[config.mk]
export PLATFORM = sky130hd
export DESIGN_NAME = overwriting_log_ring_with_expiry_core
export DESIGN_NICKNAME = d
export VERILOG_FILES = /design/src/rtl/olrx_pkg.sv /design/src/rtl/olrx_ram.sv /design/src/rtl/overwriting_log_ring_with_expiry_core.sv
export SDC_FILE = /design/constraint.sdc
export NUM_CORES = 2
export LEC_CHECK = 0
export ABC_AREA = 0
export ABC_CLOCK_PERIOD_IN_PS = 11900
export CORE_MARGIN = 3
export CORE_UTILIZATION = 68
export CTS_CLUSTER_DIAMETER = 80
export DETAILED_ROUTE_END_ITERATION = 12
export DONT_BUFFER_PORTS = 1
export PLACE_DENSITY = 0.86
export SYNTH_ARGS = -nofsm -noshare
export SYNTH_HDL_FRONTEND = slang
export SYNTH_SLANG_ARGS = --single-unit
[constraint.sdc]
create_clock -name clk -period 11.9 [get_ports clk]
set_clock_uncertainty 0.1 [all_clocks]
set_input_delay 0 -clock clk [delete_from_list [all_inputs] [get_ports clk]]
set_output_delay 0 -clock clk [all_outputs]
set_load 0.01 [all_outputs]
[src/rtl/olrx_pkg.sv]
package olrx_pkg;

    // Field widths of one word
    localparam int unsigned TIME_W    = 32;
    localparam int unsigned LEVEL_W   = 8;
    localparam int unsigned PAYLOAD_W = 32;
    localparam int unsigned REQ_W     = 2;

    // Request codes
    localparam logic [REQ_W-1:0] REQ_PUSH   = 2'd0;
    localparam logic [REQ_W-1:0] REQ_POP    = 2'd1;
    localparam logic [REQ_W-1:0] REQ_CHECK  = 2'd2;
    localparam logic [REQ_W-1:0] REQ_UNUSED = 2'd3;

    // Expiry limit after reset
    localparam logic [TIME_W-1:0] EXPIRE_RESET = 32'd30000;

    // One ring entry as held in memory
    typedef struct packed {
        logic [TIME_W-1:0]    stamp;
        logic [LEVEL_W-1:0]   level;
        logic [PAYLOAD_W-1:0] payload;
    } entry_t;

    localparam int unsigned ENTRY_W = $bits(entry_t);

endpackage

[src/rtl/olrx_ram.sv]
module olrx_ram #(
    parameter int unsigned WIDTH = 72,
    parameter int unsigned DEPTH = 16,
    localparam int unsigned ADDR_W = (DEPTH > 1) ? $clog2(DEPTH) : 1
) (
    input  logic              clk,
    input  logic              we,
    input  logic [ADDR_W-1:0] waddr,
    input  logic [WIDTH-1:0]  wdata,
    input  logic [ADDR_W-1:0] raddr,
    output logic [WIDTH-1:0]  rdata
);

    logic [WIDTH-1:0] mem [DEPTH];
    logic [WIDTH-1:0] rdata_reg;

    // One write port, one registered read port
    always_ff @(posedge clk)
    begin
        if (we)
        begin
            mem[waddr] <= wdata;
        end
        rdata_reg <= mem[raddr];
    end

    assign rdata = rdata_reg;

endmodule

[src/rtl/overwriting_log_ring_with_expiry_core.sv]
// Channel  | Handshake           | Word
// ---------+---------------------+-----------------------------------------------
// request  | start, busy         | req_type, now_time, in_level, in_payload, is_blank
// result   | done (one cycle)    | accepted, out_time, out_level, out_payload,
//          |                     | more_available, reading_active
// config   | cfg_we              | cfg_wdata (expiry limit)
//
// Push, blank push and unused codes: result in the cycle after acceptance, busy stays low.
// Pop: passes through ST_POP, waiting on the registered read of the entry memory.
// Check: stays in ST_SCAN and drops expired entries from the head (at most RING_DEPTH);
// each drop waits on one memory read of the next head entry.
// Reset clears pointers, fill flag and last read time, and sets the limit to EXPIRE_RESET; memory is not cleared.
// The receiver cannot stall: done is high for exactly one cycle per word.
module overwriting_log_ring_with_expiry_core
    import olrx_pkg::*;
#(
    parameter int unsigned RING_DEPTH = 16
) (
    input  logic                 clk,
    input  logic                 rst_n,
    input  logic                 start,
    output logic                 busy,
    input  logic [REQ_W-1:0]     req_type,
    input  logic [TIME_W-1:0]    now_time,
    input  logic [LEVEL_W-1:0]   in_level,
    input  logic [PAYLOAD_W-1:0] in_payload,
    input  logic                 is_blank,
    input  logic                 cfg_we,
    input  logic [TIME_W-1:0]    cfg_wdata,
    output logic                 done,
    output logic                 accepted,
    output logic [TIME_W-1:0]    out_time,
    output logic [LEVEL_W-1:0]   out_level,
    output logic [PAYLOAD_W-1:0] out_payload,
    output logic                 more_available,
    output logic                 reading_active
);

    localparam int unsigned PTR_W = (RING_DEPTH > 1) ? $clog2(RING_DEPTH) : 1;
    localparam logic [PTR_W-1:0] LAST_IDX = PTR_W'(RING_DEPTH - 1);

    typedef enum logic [1:0] {
        ST_IDLE,
        ST_POP,
        ST_SCAN
    } state_t;

    state_t               state_reg, state_next;
    logic [PTR_W-1:0]     head_reg, head_next;
    logic [PTR_W-1:0]     tail_reg, tail_next;
    logic                 full_reg, full_next;
    logic [TIME_W-1:0]    last_read_reg, last_read_next;
    logic [TIME_W-1:0]    now_reg, now_next;
    logic [TIME_W-1:0]    expire_reg;
    logic                 done_reg, done_next;
    logic                 accepted_reg, accepted_next;
    logic [TIME_W-1:0]    out_time_reg, out_time_next;
    logic [LEVEL_W-1:0]   out_level_reg, out_level_next;
    logic [PAYLOAD_W-1:0] out_payload_reg, out_payload_next;
    logic                 more_reg, more_next;
    logic                 active_reg, active_next;

    logic                 ring_empty;
    logic [PTR_W-1:0]     head_adv;
    logic [PTR_W-1:0]     tail_adv;
    logic                 mem_we;
    entry_t               wr_entry;
    entry_t               rd_entry;
    logic [TIME_W-1:0]    entry_age;
    logic [TIME_W-1:0]    read_age;
    logic                 head_expired;

    // Ring status and pointer steps
    assign ring_empty = !full_reg && (head_reg == tail_reg);
    assign head_adv   = (head_reg == LAST_IDX) ? '0 : head_reg + PTR_W'(1);
    assign tail_adv   = (tail_reg == LAST_IDX) ? '0 : tail_reg + PTR_W'(1);

    // Ages, wrapping
    assign entry_age    = now_reg - rd_entry.stamp;
    assign read_age     = now_reg - last_read_reg;
    assign head_expired = (entry_age >= expire_reg);

    // Push writes straight into memory on acceptance
    assign mem_we           = (state_reg == ST_IDLE) && start
                              && (req_type == REQ_PUSH) && !is_blank;
    assign wr_entry.stamp   = now_time;
    assign wr_entry.level   = in_level;
    assign wr_entry.payload = in_payload;

    // Read address follows the next head, so the head entry is ready in the next cycle
    olrx_ram #(
        .WIDTH (ENTRY_W),
        .DEPTH (RING_DEPTH)
    ) u_entry_ram (
        .clk   (clk),
        .we    (mem_we),
        .waddr (tail_reg),
        .wdata (wr_entry),
        .raddr (head_next),
        .rdata (rd_entry)
    );

    // Sequencer next state
    always_comb
    begin
        state_next       = state_reg;
        head_next        = head_reg;
        tail_next        = tail_reg;
        full_next        = full_reg;
        last_read_next   = last_read_reg;
        now_next         = now_reg;
        done_next        = 1'b0;
        accepted_next    = 1'b0;
        out_time_next    = '0;
        out_level_next   = '0;
        out_payload_next = '0;
        more_next        = 1'b0;
        active_next      = 1'b0;

        case (state_reg)
            ST_IDLE:
            begin
                if (start)
                begin
                    case (req_type)
                        REQ_PUSH:
                        begin
                            done_next = 1'b1;
                            if (!is_blank)
                            begin
                                accepted_next = 1'b1;
                                tail_next     = tail_adv;
                                // full ring: oldest entry is overwritten
                                if (full_reg)
                                begin
                                    head_next = head_adv;
                                    full_next = 1'b1;
                                end
                                else
                                begin
                                    full_next = (tail_adv == head_reg);
                                end
                            end
                        end
                        REQ_POP:
                        begin
                            last_read_next = now_time;
                            state_next     = ST_POP;
                        end
                        REQ_CHECK:
                        begin
                            now_next   = now_time;
                            state_next = ST_SCAN;
                        end
                        default:
                        begin
                            done_next = 1'b1;
                        end
                    endcase
                end
            end

            ST_POP:
            begin
                done_next  = 1'b1;
                state_next = ST_IDLE;
                if (!ring_empty)
                begin
                    accepted_next    = 1'b1;
                    out_time_next    = rd_entry.stamp;
                    out_level_next   = rd_entry.level;
                    out_payload_next = rd_entry.payload;
                    head_next        = head_adv;
                    full_next        = 1'b0;
                    more_next        = (head_adv != tail_reg);
                end
            end

            ST_SCAN:
            begin
                // drop one expired head entry per cycle
                if (!ring_empty && head_expired)
                begin
                    head_next = head_adv;
                    full_next = 1'b0;
                end
                else
                begin
                    done_next   = 1'b1;
                    active_next = (read_age < expire_reg);
                    state_next  = ST_IDLE;
                end
            end

            default:
            begin
                state_next = ST_IDLE;
            end
        endcase
    end

    // State and registered outputs
    always_ff @(posedge clk or negedge rst_n)
    begin
        if (!rst_n)
        begin
            state_reg     <= ST_IDLE;
            head_reg      <= '0;
            tail_reg      <= '0;
            full_reg      <= 1'b0;
            last_read_reg <= '0;
            expire_reg    <= EXPIRE_RESET;
            done_reg      <= 1'b0;
        end
        else
        begin
            state_reg     <= state_next;
            head_reg      <= head_next;
            tail_reg      <= tail_next;
            full_reg      <= full_next;
            last_read_reg <= last_read_next;
            done_reg      <= done_next;
            if (cfg_we)
            begin
                expire_reg <= cfg_wdata;
            end
        end
    end

    // Result word and sampled tick
    always_ff @(posedge clk)
    begin
        now_reg         <= now_next;
        accepted_reg    <= accepted_next;
        out_time_reg    <= out_time_next;
        out_level_reg   <= out_level_next;
        out_payload_reg <= out_payload_next;
        more_reg        <= more_next;
        active_reg      <= active_next;
    end

    assign busy           = (state_reg != ST_IDLE);
    assign done           = done_reg;
    assign accepted       = accepted_reg;
    assign out_time       = out_time_reg;
    assign out_level      = out_level_reg;
    assign out_payload    = out_payload_reg;
    assign more_available = more_reg;
    assign reading_active = active_reg;

endmodule

==> results summary <==
The number of pins with negative max-slew slack in the final report came out at 0. The number of global-route vias before repair came out at 38440. The final routed wirelength across all metal layers is 159200 um. In this run, the number of DRC markers left after iteration 0 of detailed routing was 5895. In the synthesized netlist the dominant register cell turns out to be sky130_fd_sc_hd__edfxtp_1. The switching share of total power is 36.12%.

The final standard cell area without fillers came out at 65820 um^2. The endpoint of the worst setup timing path is u_entry_ram.rdata[14]. The layout overhead on the synthesized area came out at 12.40%.

The area of the mapped netlist is 58550 um^2. The floorplan die width came out at 299.4 um. Of all nets on the critical path, the largest fanout is 147. Data on the critical path arrives at its endpoint at 10.50 ns.

The number of nets in the synthesized netlist is 4188. The leakage power came out at 0.02334 uW. The initial utilization of the core area, before any placement, comes to 69.31%. The total of buffers placed on input and output ports came out at 0. The flow ran to the end, and the final reports show no timing, DRC or antenna violations. After routing, the total negative slack on setup checks comes to 0 ns. The insertion delay of the later-clocked pin in the worst-skew pair is 0.77 ns. The routability-driven placement congestion ratio came out at 0.8851. The post-synthesis cell count is 3938. In this run the count of I/O pins placed on the die edge is 188.

The path class of the tightest hold or removal check is in2reg. Of the total power, registers draw 36.8%. The remaining global-route overflow came out at 0.

At the end of the flow the core is filled with cells to 77.90%. The critical path starts at now_reg[0]. The placed standard-cell area is 59520 um^2. The clock edge transition at the registers on the reported setup and hold paths is 0.06 ns.

By startpoint and endpoint, the worst setup path is classified as reg2reg. The highest clock frequency the design can meet came out at 100.3 MHz. The die footprint is 89660 um^2. In the final routed layout, each cell accounts on average for 30.06 um. The number of antenna-violating nets in the routed design came out at 0. The biggest cell delay along the critical path came out at 0.90 ns. The slowest stage of the critical path belongs to the cell sky130_fd_sc_hd__o21bai_1. The portion of synthesized cell area occupied by the leading cell type came out at 60.72%. The part of the power in the clock network is 26.1%. The pre-antenna-repair detailed-routing pass consisted of 6 iterations. The worst ir drop on vdd is 0.0002440 V. The share of the Yosys chip area taken by registers is 69.01%. The total design power came out at 16250 uW. Counting instances in the post-synthesis netlist gives the leading cell types as sky130_fd_sc_hd__edfxtp_1, sky130_fd_sc_hd__a2111oi_0, sky130_fd_sc_hd__clkbuf_1, sky130_fd_sc_hd__and3_1, sky130_fd_sc_hd__mux2i_1. For the worst flop-to-flop path, the logic depth is 27.

The setup slack of the worst register-to-register path came out at 1.93 ns. STA classifies the critical path endpoint as a register. The routed via count is 38460. The area taken by flip-flops and latches came out at 40410 um^2.

The area of the core is 84480 um^2. The actual slew at the worst max-slew pin is 1.149 ns. The flip-flop count of the largest register after layout is 1152. Summed over all nets, the switching power comes to 5871 uW. Setup repair after global routing left no endpoint under its margin. The power density relative to cell area is 246.9 nW/um^2. The worst setup path is launched from a register. The cell-internal power came out at 10380 uW. TritonCTS built the clock tree.

Sorting the synthesized cells by area gives the leading types as sky130_fd_sc_hd__edfxtp_1, sky130_fd_sc_hd__dfxtp_1, sky130_fd_sc_hd__a2111oi_0, sky130_fd_sc_hd__mux2i_1, sky130_fd_sc_hd__dfrtp_1. The fraction of layout instances using a drive strength above 1 is 9.117%. The biggest area contributor in the post-synthesis netlist is sky130_fd_sc_hd__edfxtp_1. In this run, synthesis inferred 1184 flip-flops with an integrated enable. Yosys printed 0 warnings.

Fill cells in the final layout number 4375. The largest buffer count on any clock path came out at 3. The area of the multi-input gates came out at 16660 um^2. The combinational group share of total power is 37.1%. The worst register-to-register path ends at u_entry_ram.rdata[14].

The initial antenna violation count is 19. The count of final hold-check violations is 0. The per-cell via count in the routed design is 7.261. For this design, the sink count on the clock tree is 1407. The aggregate global-route resource usage is 34.82%. The clock period could shrink to 9.969 ns. Setup violations remaining at the end of the flow were counted as 0. The die height is 299.4 um. The wire length of the first global-routing pass came out at 234800 um. The post-synthesis async set-or-reset flop share came out at 5.402%.

The per-instance average area after synthesis is 14.87 um^2. The half-perimeter wire length after placement came out at 77070 um. The startpoint identified for the worst register-to-register timing path is now_reg[0]. The period utilization came out at 83.78%. The clock buffer count from CTS came out at 139.

The remaining routing DRC violations came out at 0. The net count of the finished layout is 4281. The worst path required time came out at 12.43 ns. The synthesized flop and latch total is 1407. The setup fix buffers added after clock tree synthesis came out at 0.

The number of distinct library cells after synthesis is 67. The max capacitance violation total is 0. The most frequently used cell type in the post-synthesis netlist is sky130_fd_sc_hd__edfxtp_1. Headroom to the max-slew limit came out at 23.39%.

The number of standard-cell rows in the floorplan is 106. The H-tree depth came out at 4. The most repeated library cell on the critical path is sky130_fd_sc_hd__o21ai_0. The largest net degree at the start of global routing is 164.

The root buffer cell chosen for the clock tree is sky130_fd_sc_hd__clkbuf_16.
[stage by stage]
| step | std cells | hold WS [ns] | worst slack (ns) |
|---|---|---|---|
| after floorplan | 3938 | -0.3956 | 4.640 |
| after detailed placement | 4843 | -0.3934 | 2.090 |
| after global routing | 5289 | 0.08200 | 1.400 |
| final | 5297 | 0.02510 | 1.931 |
| after global placement | 4843 | -0.3932 | 2.444 |
| after CTS | 5280 | 0.02397 | 1.969 |
[power groups by stage]
stage          Combinational [uW]  Sequential, uW  Clock [uW]
6_report                     6030            5970        4250
5_1_grt                      6470            5990        4450
4_1_cts                      5890            5970        4250
3_5_place_dp                 5680            6060           0
3_3_place_gp                 5490            6060           0
2_1_floorplan                4300            5930           0
[cell families (layout without fill, tap and decap cells)]
group	after synthesis	after routing	synth area share (%)
muxes	325	325	5.787
and+or+nand+nor	719	719	7.133
adders and majority gates	139	139	2.996
buffers and inverters	418	626	2.891
AOI/OAI and AO/OA	859	859	11.12
DFF	1407	1407	69.01
xor gates and xnor gates	71	71	1.062
other	0	17	0
[cell usage in the layout (no fill, tap or decap), types with 38 or more instances in the layout]
cell	count
sky130_fd_sc_hd__and3_1	225
sky130_fd_sc_hd__a211oi_1	148
sky130_fd_sc_hd__buf_4	56
sky130_fd_sc_hd__nand3_1	91
sky130_fd_sc_hd__dfrtp_1	69
sky130_fd_sc_hd__mux2i_1	217
sky130_fd_sc_hd__a21oi_1	75
sky130_fd_sc_hd__ha_1	137
sky130_fd_sc_hd__a2111oi_0	292
sky130_fd_sc_hd__inv_1	125
sky130_fd_sc_hd__or4_1	73
sky130_fd_sc_hd__mux2_2	60
sky130_fd_sc_hd__dfxtp_1	147
sky130_fd_sc_hd__o211a_1	75
sky130_fd_sc_hd__a21o_1	38
sky130_fd_sc_hd__clkbuf_16	141
sky130_fd_sc_hd__xnor2_1	48
sky130_fd_sc_hd__edfxtp_1	1184
sky130_fd_sc_hd__and2_1	76
sky130_fd_sc_hd__nand2_1	75
sky130_fd_sc_hd__o21ai_0	141
sky130_fd_sc_hd__dlygate4sd3_1	178
sky130_fd_sc_hd__mux2_1	48
sky130_fd_sc_hd__nand4_1	83
[metal layers]
metal	GRT usage (%)	wire length, um	vias to the layer above
li1	-	-	15900
met1	45.27	55190	18670
met2	54.88	74960	3218
met3	8.387	20730	665
met4	18.74	8298	6
met5	0	41	-
[final cells by class]
type / count / share of cell area [%]
Antenna cell: 17 / 0.06464
Inverter: 126 / 0.7262
Clock inverter: 71 / 0.8669
Clock buffer: 185 / 5.810
Multi-Input combinational cell: 2113 / 25.31
Timing Repair Buffer: 244 / 3.673
Sequential cell: 1407 / 61.40
Tap cell: 1134 / 2.156
[what timing repair did]
item,4_1_cts,5_1_grt
endpoints found under the hold margin,1365,0
resized for setup,0,0
hold buffers,181,0
endpoints found under the setup margin,0,0
[worst max-delay path: cells and delay by family, from the launching register on]
kind,cells,cell delay [ns]
flip-flops,1,0.35
XOR/XNOR,1,0.17
buffers and inverters,5,1.86
AO/OA/AOI/OAI,13,4.67
adder cells (fa/ha/maj),3,0.85
AND/OR/NAND/NOR,5,1.63
[worst min path at each step]
stage,start,to,slack (ns),depth (start not counted)
2_1_floorplan,rst_n,done,-0.40,0
3_3_place_gp,rst_n,expire_reg[29],-0.39,0
3_5_place_dp,rst_n,expire_reg[27],-0.39,0
4_1_cts,start,last_read_reg[25],0.02,2
5_1_grt,start,last_read_reg[30],0.08,2
6_report,start,last_read_reg[30],0.03,2
Note: power is estimated with default switching activity, not from simulation.
